## src/design/isc_pkg.sv

```systemverilog
// ----------------------------------------------------------------------------
// isc_pkg
// Shared types and constants of the itemset support counter.
// ----------------------------------------------------------------------------
package isc_pkg;

  localparam int ChunkW     = 64;
  localparam int CountW     = 32;
  localparam int RowsUsedW  = 11;
  localparam int RowLimitW  = 11;
  localparam int NumColsW   = 9;
  localparam int StatusW    = 2;
  localparam int PaddrW     = 3;
  localparam int PdataW     = 32;

  // Item commands.
  localparam logic CmdInsert = 1'b0;
  localparam logic CmdQuery  = 1'b1;

  // Result status codes.
  localparam logic [StatusW-1:0] StQuery  = 2'd0;
  localparam logic [StatusW-1:0] StMerged = 2'd1;
  localparam logic [StatusW-1:0] StAdded  = 2'd2;
  localparam logic [StatusW-1:0] StFull   = 2'd3;

  // Register select (paddr bit 2).
  localparam logic RegRowLimit = 1'b0;
  localparam logic RegNumCols  = 1'b1;

  // Commands from the controller to the datapath.
  typedef struct packed {
    logic load_chunk;
    logic start;
    logic rd_en;
    logic commit;
  } isc_cmd_t;

  // Status from the datapath to the controller.
  typedef struct packed {
    logic chunk_final;
  } isc_sts_t;

endpackage

```

## src/design/isc_ctrl.sv

```systemverilog
// ----------------------------------------------------------------------------
// isc_ctrl
// Sequencer: takes beats, runs one scan over the stored rows per bitmap,
// then commits the result into the output register.
// ----------------------------------------------------------------------------
module isc_ctrl #(
  parameter int ROWS = 1024
) (
  input  logic                          clk_i,
  input  logic                          rst_ni,
  input  logic                          in_valid_i,
  output logic                          in_ready_o,
  output logic                          out_valid_o,
  input  logic                          out_ready_i,
  input  isc_pkg::isc_sts_t             sts_i,
  input  logic [$clog2(ROWS+1)-1:0]     rows_used_i,
  output isc_pkg::isc_cmd_t             cmd_o,
  output logic [((ROWS > 1) ? $clog2(ROWS) : 1)-1:0] rd_addr_o
);

  localparam int RCW = $clog2(ROWS + 1);
  localparam int AW  = (ROWS > 1) ? $clog2(ROWS) : 1;

  localparam logic [1:0] StIdle   = 2'd0;
  localparam logic [1:0] StScan   = 2'd1;
  localparam logic [1:0] StDrain  = 2'd2;
  localparam logic [1:0] StCommit = 2'd3;

  logic [1:0]     state_q, state_d;
  logic [RCW-1:0] row_q, row_d;
  logic           out_valid_q, out_valid_d;
  logic           accept;
  logic           out_free;

  assign in_ready_o  = (state_q == StIdle);
  assign accept      = in_valid_i & in_ready_o;
  assign out_free    = ~out_valid_q | out_ready_i;
  assign out_valid_o = out_valid_q;
  assign rd_addr_o   = row_q[AW-1:0];

  always_comb begin
    state_d          = state_q;
    row_d            = row_q;
    cmd_o.load_chunk = accept;
    cmd_o.start      = 1'b0;
    cmd_o.rd_en      = 1'b0;
    cmd_o.commit     = 1'b0;
    unique case (state_q)
      StIdle: begin
        if (accept && sts_i.chunk_final) begin
          cmd_o.start = 1'b1;
          row_d       = '0;
          state_d     = StScan;
        end
      end
      StScan: begin
        if (row_q == rows_used_i) begin
          state_d = StDrain;
        end else begin
          cmd_o.rd_en = 1'b1;
          row_d       = row_q + 1'b1;
        end
      end
      StDrain: begin
        // The last row read has already been evaluated in StScan; this state only waits.
        state_d = StCommit;
      end
      StCommit: begin
        if (out_free) begin
          cmd_o.commit = 1'b1;
          state_d      = StIdle;
        end
      end
      default: state_d = StIdle;
    endcase
  end

  assign out_valid_d = (out_valid_q & ~out_ready_i) | cmd_o.commit;

  always_ff @(posedge clk_i or negedge rst_ni) begin
    if (!rst_ni) begin
      state_q     <= StIdle;
      row_q       <= '0;
      out_valid_q <= 1'b0;
    end else begin
      state_q     <= state_d;
      row_q       <= row_d;
      out_valid_q <= out_valid_d;
    end
  end

endmodule

```

## config.mk

```make
export PLATFORM = sky130hd
export DESIGN_NAME = isc_ctrl
export DESIGN_NICKNAME = d
export VERILOG_FILES = /design/src/design/isc_pkg.sv /design/src/design/isc_ctrl.sv
export SDC_FILE = /design/constraint.sdc
export NUM_CORES = 1
export LEC_CHECK = 0
export BUFFER_PORTS_ARGS = -buffer_cell sky130_fd_sc_hd__buf_4
export CAP_MARGIN = 25
export CORE_MARGIN = 4
export CORE_UTILIZATION = 41
export CTS_BUF_LIST = sky130_fd_sc_hd__clkbuf_4 sky130_fd_sc_hd__clkbuf_8 sky130_fd_sc_hd__clkbuf_16
export CTS_CLUSTER_DIAMETER = 30
export DETAILED_ROUTE_END_ITERATION = 7
export GPL_ROUTABILITY_DRIVEN = 0
export PLACE_DENSITY = 0.73
export SLEW_MARGIN = 30
export SYNTH_ARGS = -nofsm -noshare
export SYNTH_HDL_FRONTEND = slang
export SYNTH_SLANG_ARGS = --single-unit
```

## constraint.sdc

```tcl
create_clock -name clk_i -period 4.8 [get_ports clk_i]
set_clock_uncertainty 0.2 [all_clocks]
set_input_delay 0.48 -clock clk_i [delete_from_list [all_inputs] [get_ports clk_i]]
set_output_delay 0.48 -clock clk_i [all_outputs]
set_load 0.02 [all_outputs]
```

After elaboration in Yosys (flattened, before gate mapping)
Cells that the tools add are included.
{"block": "totals", "out_inout_bits": 16, "ff_bits": 14, "latch_bits": 0, "word_cells": 36, "ramBits": 0, "mem_count": 0, "input_bits": 16, "mem_bits_ro": 0}
{"block": "classes", "n_lt_le_gt_ge": 0, "n_addsub": 1, "reduce_logical": 5, "shift": 0, "div": 0, "eq_ne": 8, "n_mux": 13, "mul": 0, "bitwise_logic": 6}
{"operator": "$mux W11", "count": 2}
{"operator": "$pmux W11 S2", "count": 1}
{"operator": "$add A11 B1 Y11 const B", "count": 1}
{"operator": "$eq A11 B11 Y1", "count": 1}
{"operator": "$pmux W2 S4", "count": 1}
{"operator": "$mux W1", "count": 6}
{"operator": "$mux W2", "count": 3}
{"operator": "$ne A2 B2 Y1 const B", "count": 3}
{"operator": "$reduce_and A3 Y1", "count": 2}
{"operator": "$eq A2 B2 Y1 const B", "count": 2}
{"operator": "$and A1 B1 Y1", "count": 2}
{"operator": "$eq A2 B1 Y1 const B", "count": 1}
{"operator": "$logic_not A2 Y1", "count": 1}
{"operator": "$ne A2 B1 Y1 const B", "count": 1}
{"operator": "$not A1 Y1", "count": 2}
{"operator": "$or A1 B1 Y1", "count": 2}
{"operator": "$reduce_bool A2 Y1", "count": 1}
{"operator": "$logic_and A1 B1 Y1", "count": 1}

Depth between registers and ports, before layout
{"block": "depth", "depth_word": 5, "depth_mapped": 8, "depth_no_buf": 6}

Worst setup path after synthesis
No wires, ideal clock.
{"block": "synth_path", "path_kind": "reg-to-reg", "start": "register state_q[0]", "end": "register row_q[3]", "path_buffers": 2, "path_slack_ps": 2674, "t_arrival_ps": 1800, "stages_incl_launch_ff": 8, "setup_ps": 127, "cell_sequence": "dfrtp_1 inv_1 ha_1 clkbuf_1 and2_1 clkbuf_1 nor3_1 a221o_2"}
{"block": "synth_between", "elab_chain_cells": 5, "elab_cells_between_ends": 9, "classes_between": "eq/ne: 3; mux: 1; bitwise: 1; reduce/logical: 4"}
{"item": "start: declaration", "line_no": "isc_ctrl.sv:29", "rtl": "logic [1:0] state_q, state_d;"}
{"item": "start signal: assignment", "line_no": "isc_ctrl.sv:82", "rtl": "state_q <= StIdle;"}
{"item": "start signal: assignment", "line_no": "isc_ctrl.sv:86", "rtl": "state_q <= state_d;"}
{"item": "$logic_not A2 Y1 *", "line_no": "isc_ctrl.sv:35", "rtl": "assign in_ready_o = (state_q == StIdle);"}
{"item": "net in_ready_o", "line_no": "isc_ctrl.sv:12", "rtl": "output logic in_ready_o,"}
{"item": "$and A1 B1 Y1", "line_no": "isc_ctrl.sv:36", "rtl": "assign accept = in_valid_i & in_ready_o;"}
{"item": "$logic_and A1 B1 Y1", "line_no": "isc_ctrl.sv:50", "rtl": "if (accept && sts_i.chunk_final) begin"}
{"item": "$ne A2 B1 Y1 (no line)"}
{"item": "$reduce_and A3 Y1 (no line)"}
{"item": "end signal: assignment", "line_no": "isc_ctrl.sv:87", "rtl": "row_q <= row_d;"}
{"item": "end: declaration", "line_no": "isc_ctrl.sv:30", "rtl": "logic [RCW-1:0] row_q, row_d;"}
The timed path passes the listed nets; every way through them passes the cells marked *.
A chain may end at the register's enable or synchronous reset.

==> flow_summary_export.csv <==
group,metric,value,unit
clock_network,ctsHoldBuffers,1,
sta,max_slew_margin,0.480,
clock_network,cts_made_buffers,3,
critical_path,crit_end,"cmd_o[1]",
cells_and_area,drive_above_1_share,0.278,
worst_hold_path,hold_start,"out_ready_i",
floorplan,core_area,2760,sq um
global_routing,grt_use_met2,0.312,
sta,setup_slack,2.00,ns
logic_synthesis,synth_edf_count,0,
sta,finalSetupViolations,0,
global_routing,grt_pass1_vias,1086,
cells_and_area,multi_input_comb_area,673,sq um
critical_path,cp-start-kind,"flip-flop",
critical_path,worst-path-max-fanout,12,
global_routing,antenna_found_initial,0,
cells_and_area,regArea,350,sq um
global_routing,grt_pass1_wl,4950,um
pwr,power.density,489,nW/um^2
cells_and_area,layout_common_cells,"31 x buf_4, 14 x dfrtp_1, 9 x inv_1, 9 x xnor2_1, 9 x nand2_1",
sta,fin_crit_sh,0.584,
logic_synthesis,ys_seq_area_frac,0.294,
logic_synthesis,yosysWarnings,0,
cells_and_area,antenna-diode-count,0,
detailed_routing,ant_nets,0,
logic_synthesis,ys_types,38,
sta,report.final.slew_viol_count,0,
critical_path,reg2regPathDepth,5,
logic_synthesis,synth_cells,135,
logic_synthesis,syn_area_per_cell,8.81,sq um
outcome,status,"completed",
logic_synthesis,synth_ff_type,"dfrtp_1",
clock_network,cts.reportedPaths.clkPinSlew,0.09,ns
logic_synthesis,synth_top_family_by_area,"simple AND/OR/NAND/NOR gates",
clock_network,cts_tree,"yes",
logic_synthesis,synth-adder-area-share,0.0631,
logic_synthesis,ys_ff_latch,14,
detailed_routing,wl_per_cell,16.0,um
sta,rsz0062_at_grt,"false",
critical_path,worstReg2RegEnd,"state_q[1]$_DFFE_PN0P_",
cells_and_area,nFillCells,271,
flow_run,max-cap-violations,0,
pwr,p_seq_frac,0.304,
clock_network,clk_latency,0.28,ns
sta,whs,0.298,ns
critical_path,end_kind,"primary output",
global_routing,grtUsageMet1,0.211,
logic_synthesis,synth_area,1190,sq um
critical_path,r2r-start,"row_q[6]$_DFFE_PN0P_",
floorplan,dieArea,3830,sq um
clock_network,clk_path_buf_depth,2,
detailed_routing,drt-total-wl,2910,um
pwr,p_sw,321,uW
cells_and_area,areaGrowthSynthToFinish,14.4,%
global_routing,busiest_layer,"met2",
clock_network,cts-root-buf,"clkbuf_4",
detailed_routing,viasPerCell,5.98,
logic_synthesis,syn-num-nets,157,
detailed_routing,via_count,1089,
global_routing,grt_use_met3,0.0269,
logic_synthesis,async_reset_ff_frac,1.00,
clock_network,htree_levels,1,
logic_synthesis,yosysTopAreaCellShare,0.294,
pwr,switching_share,0.483,
floorplan,fp-row-count,19,
detailed_routing,remaining_drc_errors,0,
detailed_routing,drtIter0Drc,41,
cells_and_area,final_cell_area,1360,sq um
floorplan,die_w,61.9,um
detailed_routing,dr.pass1.iters,4,
sta,period_needed,2.80,ns
sta,worstMarginPinSlew,0.775,ns
logic_synthesis,synthXorXnorAreaFrac,0.0936,
sta,hold_viol_final,0,
global_routing,track_usage,0.174,
clock_network,cts.sinks,14,
floorplan,die_y,61.9,um
global_routing,grt_max_degree,16,
pwr,ir_worst_vdd,0.418,mV
critical_path,crit_required,4.12,ns
clock_network,cts_setup_buffers,0,
logic_synthesis,synth.area.top_cells,"dfrtp_1 29%, buf_4 7.6%, xnor2_1 6.6%, ha_1 6.3%, mux2i_1 3.4%",
floorplan,io_pins,32,
logic_synthesis,synthSimpleGateAreaFrac,0.207,
global_routing,grt.overflow.total,0,
clock_network,cts-resized-gates,0,
critical_path,critPathArrivalTime,2.12,ns
pwr,p_leak,0.000673,uW
placement,dp_slack,2.24,ns
logic_synthesis,synth_compound_area_frac,0.159,
floorplan,start_util,0.431,
placement,io_buffers,31,
critical_path,critPathLaunch,"row_q[6]$_DFFE_PN0P_",
pwr,p_int,344,uW
critical_path,critPathKind,"reg -> out",
placement,place_hpwl,2180,um
logic_synthesis,yosysTopAreaCell,"dfrtp_1",
pwr,power_frac_comb,0.592,
placement,place_area,1330,sq um
logic_synthesis,synthMuxAreaShare,0.0431,
sta,fmax,0.357,GHz
sta,finalSetupTns,0,ns
worst_hold_path,min_path_type,"in -> reg",
cells_and_area,nets,175,
cells_and_area,final_common_cell,"buf_4",
critical_path,reg2reg_slack,2.27,ns
pwr,p_clk_frac,0.104,
==> power by group through the flow <==
stage	sequential, uW	combinational (uW)	clock (uW)
after CTS	201	391	71.9
after floorplan	189	309	0
final	202	394	69.1
after detailed placement	204	388	0
after global placement	201	373	0
after global routing	211	438	78.3
==> state kept, by name (all words and copies together), names as in the netlist <==
signal       count
state_q          2
row_q           11
out_valid_o      1
==> per-layer routing <==
| metal | wire [um] | share of wire | vias up |
|---|---|---|---|
| met2 | 1510 | 0.52 | 51 |
| met3 | 219 | 0.075 | 4 |
| met4 | 27 | 0.0093 | 0 |
| li1 | - | - | 505 |
| met5 | 0 | 0 | - |
| met1 | 1150 | 0.40 | 529 |
==> stage by stage <==
stage	total power (uW)	utilization	cells
after floorplan	498	-	135
after global placement	574	0.482	178
after detailed placement	592	0.482	178
after CTS	664	0.494	182
after global routing	728	0.494	182
final	666	0.494	182
==> cell families after synthesis <==
family | after synthesis
AND/OR/NAND/NOR | 46
buffers and inverters | 28
AO/OA/AOI/OAI | 25
flip-flops | 14
XOR/XNOR | 11
adder cells (fa/ha/maj) | 6
multiplexers | 5
==> area by class of cell <==
| type | count | area share |
|---|---|---|
| sequential | 14 | 0.257 |
| inverter | 9 | 0.0248 |
| clock buffer | 3 | 0.0165 |
| tap | 31 | 0.0285 |
| multi-input combinational | 93 | 0.494 |
| timing repair buffer | 32 | 0.178 |
==> worst min-delay path by stage <==
stage                                 end  depth (start not counted)
floorplan           out_valid_o$_DFF_PN0_                          0
global placement     row_q[0]$_DFFE_PN0P_                          1
detailed placement   row_q[0]$_DFFE_PN0P_                          1
CTS                 out_valid_o$_DFF_PN0_                          3
global route        out_valid_o$_DFF_PN0_                          3
finish              out_valid_o$_DFF_PN0_                          3
==> worst max-delay path, cell delays in order, from the launching register on <==
cell,delay (ns)
dfrtp_1,0.47
xnor2_1,0.23
nand4_1,0.18
nor3_2,0.67
nor2_1,0.10
buf_4,0.19
==> Yosys cell counts, drive strengths merged, types with 2 or more instances <==
library cell,instances
a21oi,3
a221o,4
a31oi,2
and2,4
and3,2
buf,15
clkbuf,4
dfrtp,14
ha,6
inv,9
mux2i,4
nand2,9
nand3,5
nand4,5
nor2,6
nor3,8
nor4,3
o211a,2
o21ai,7
xnor2,11
No activity file was read; power rests on OpenSTA's default activity.
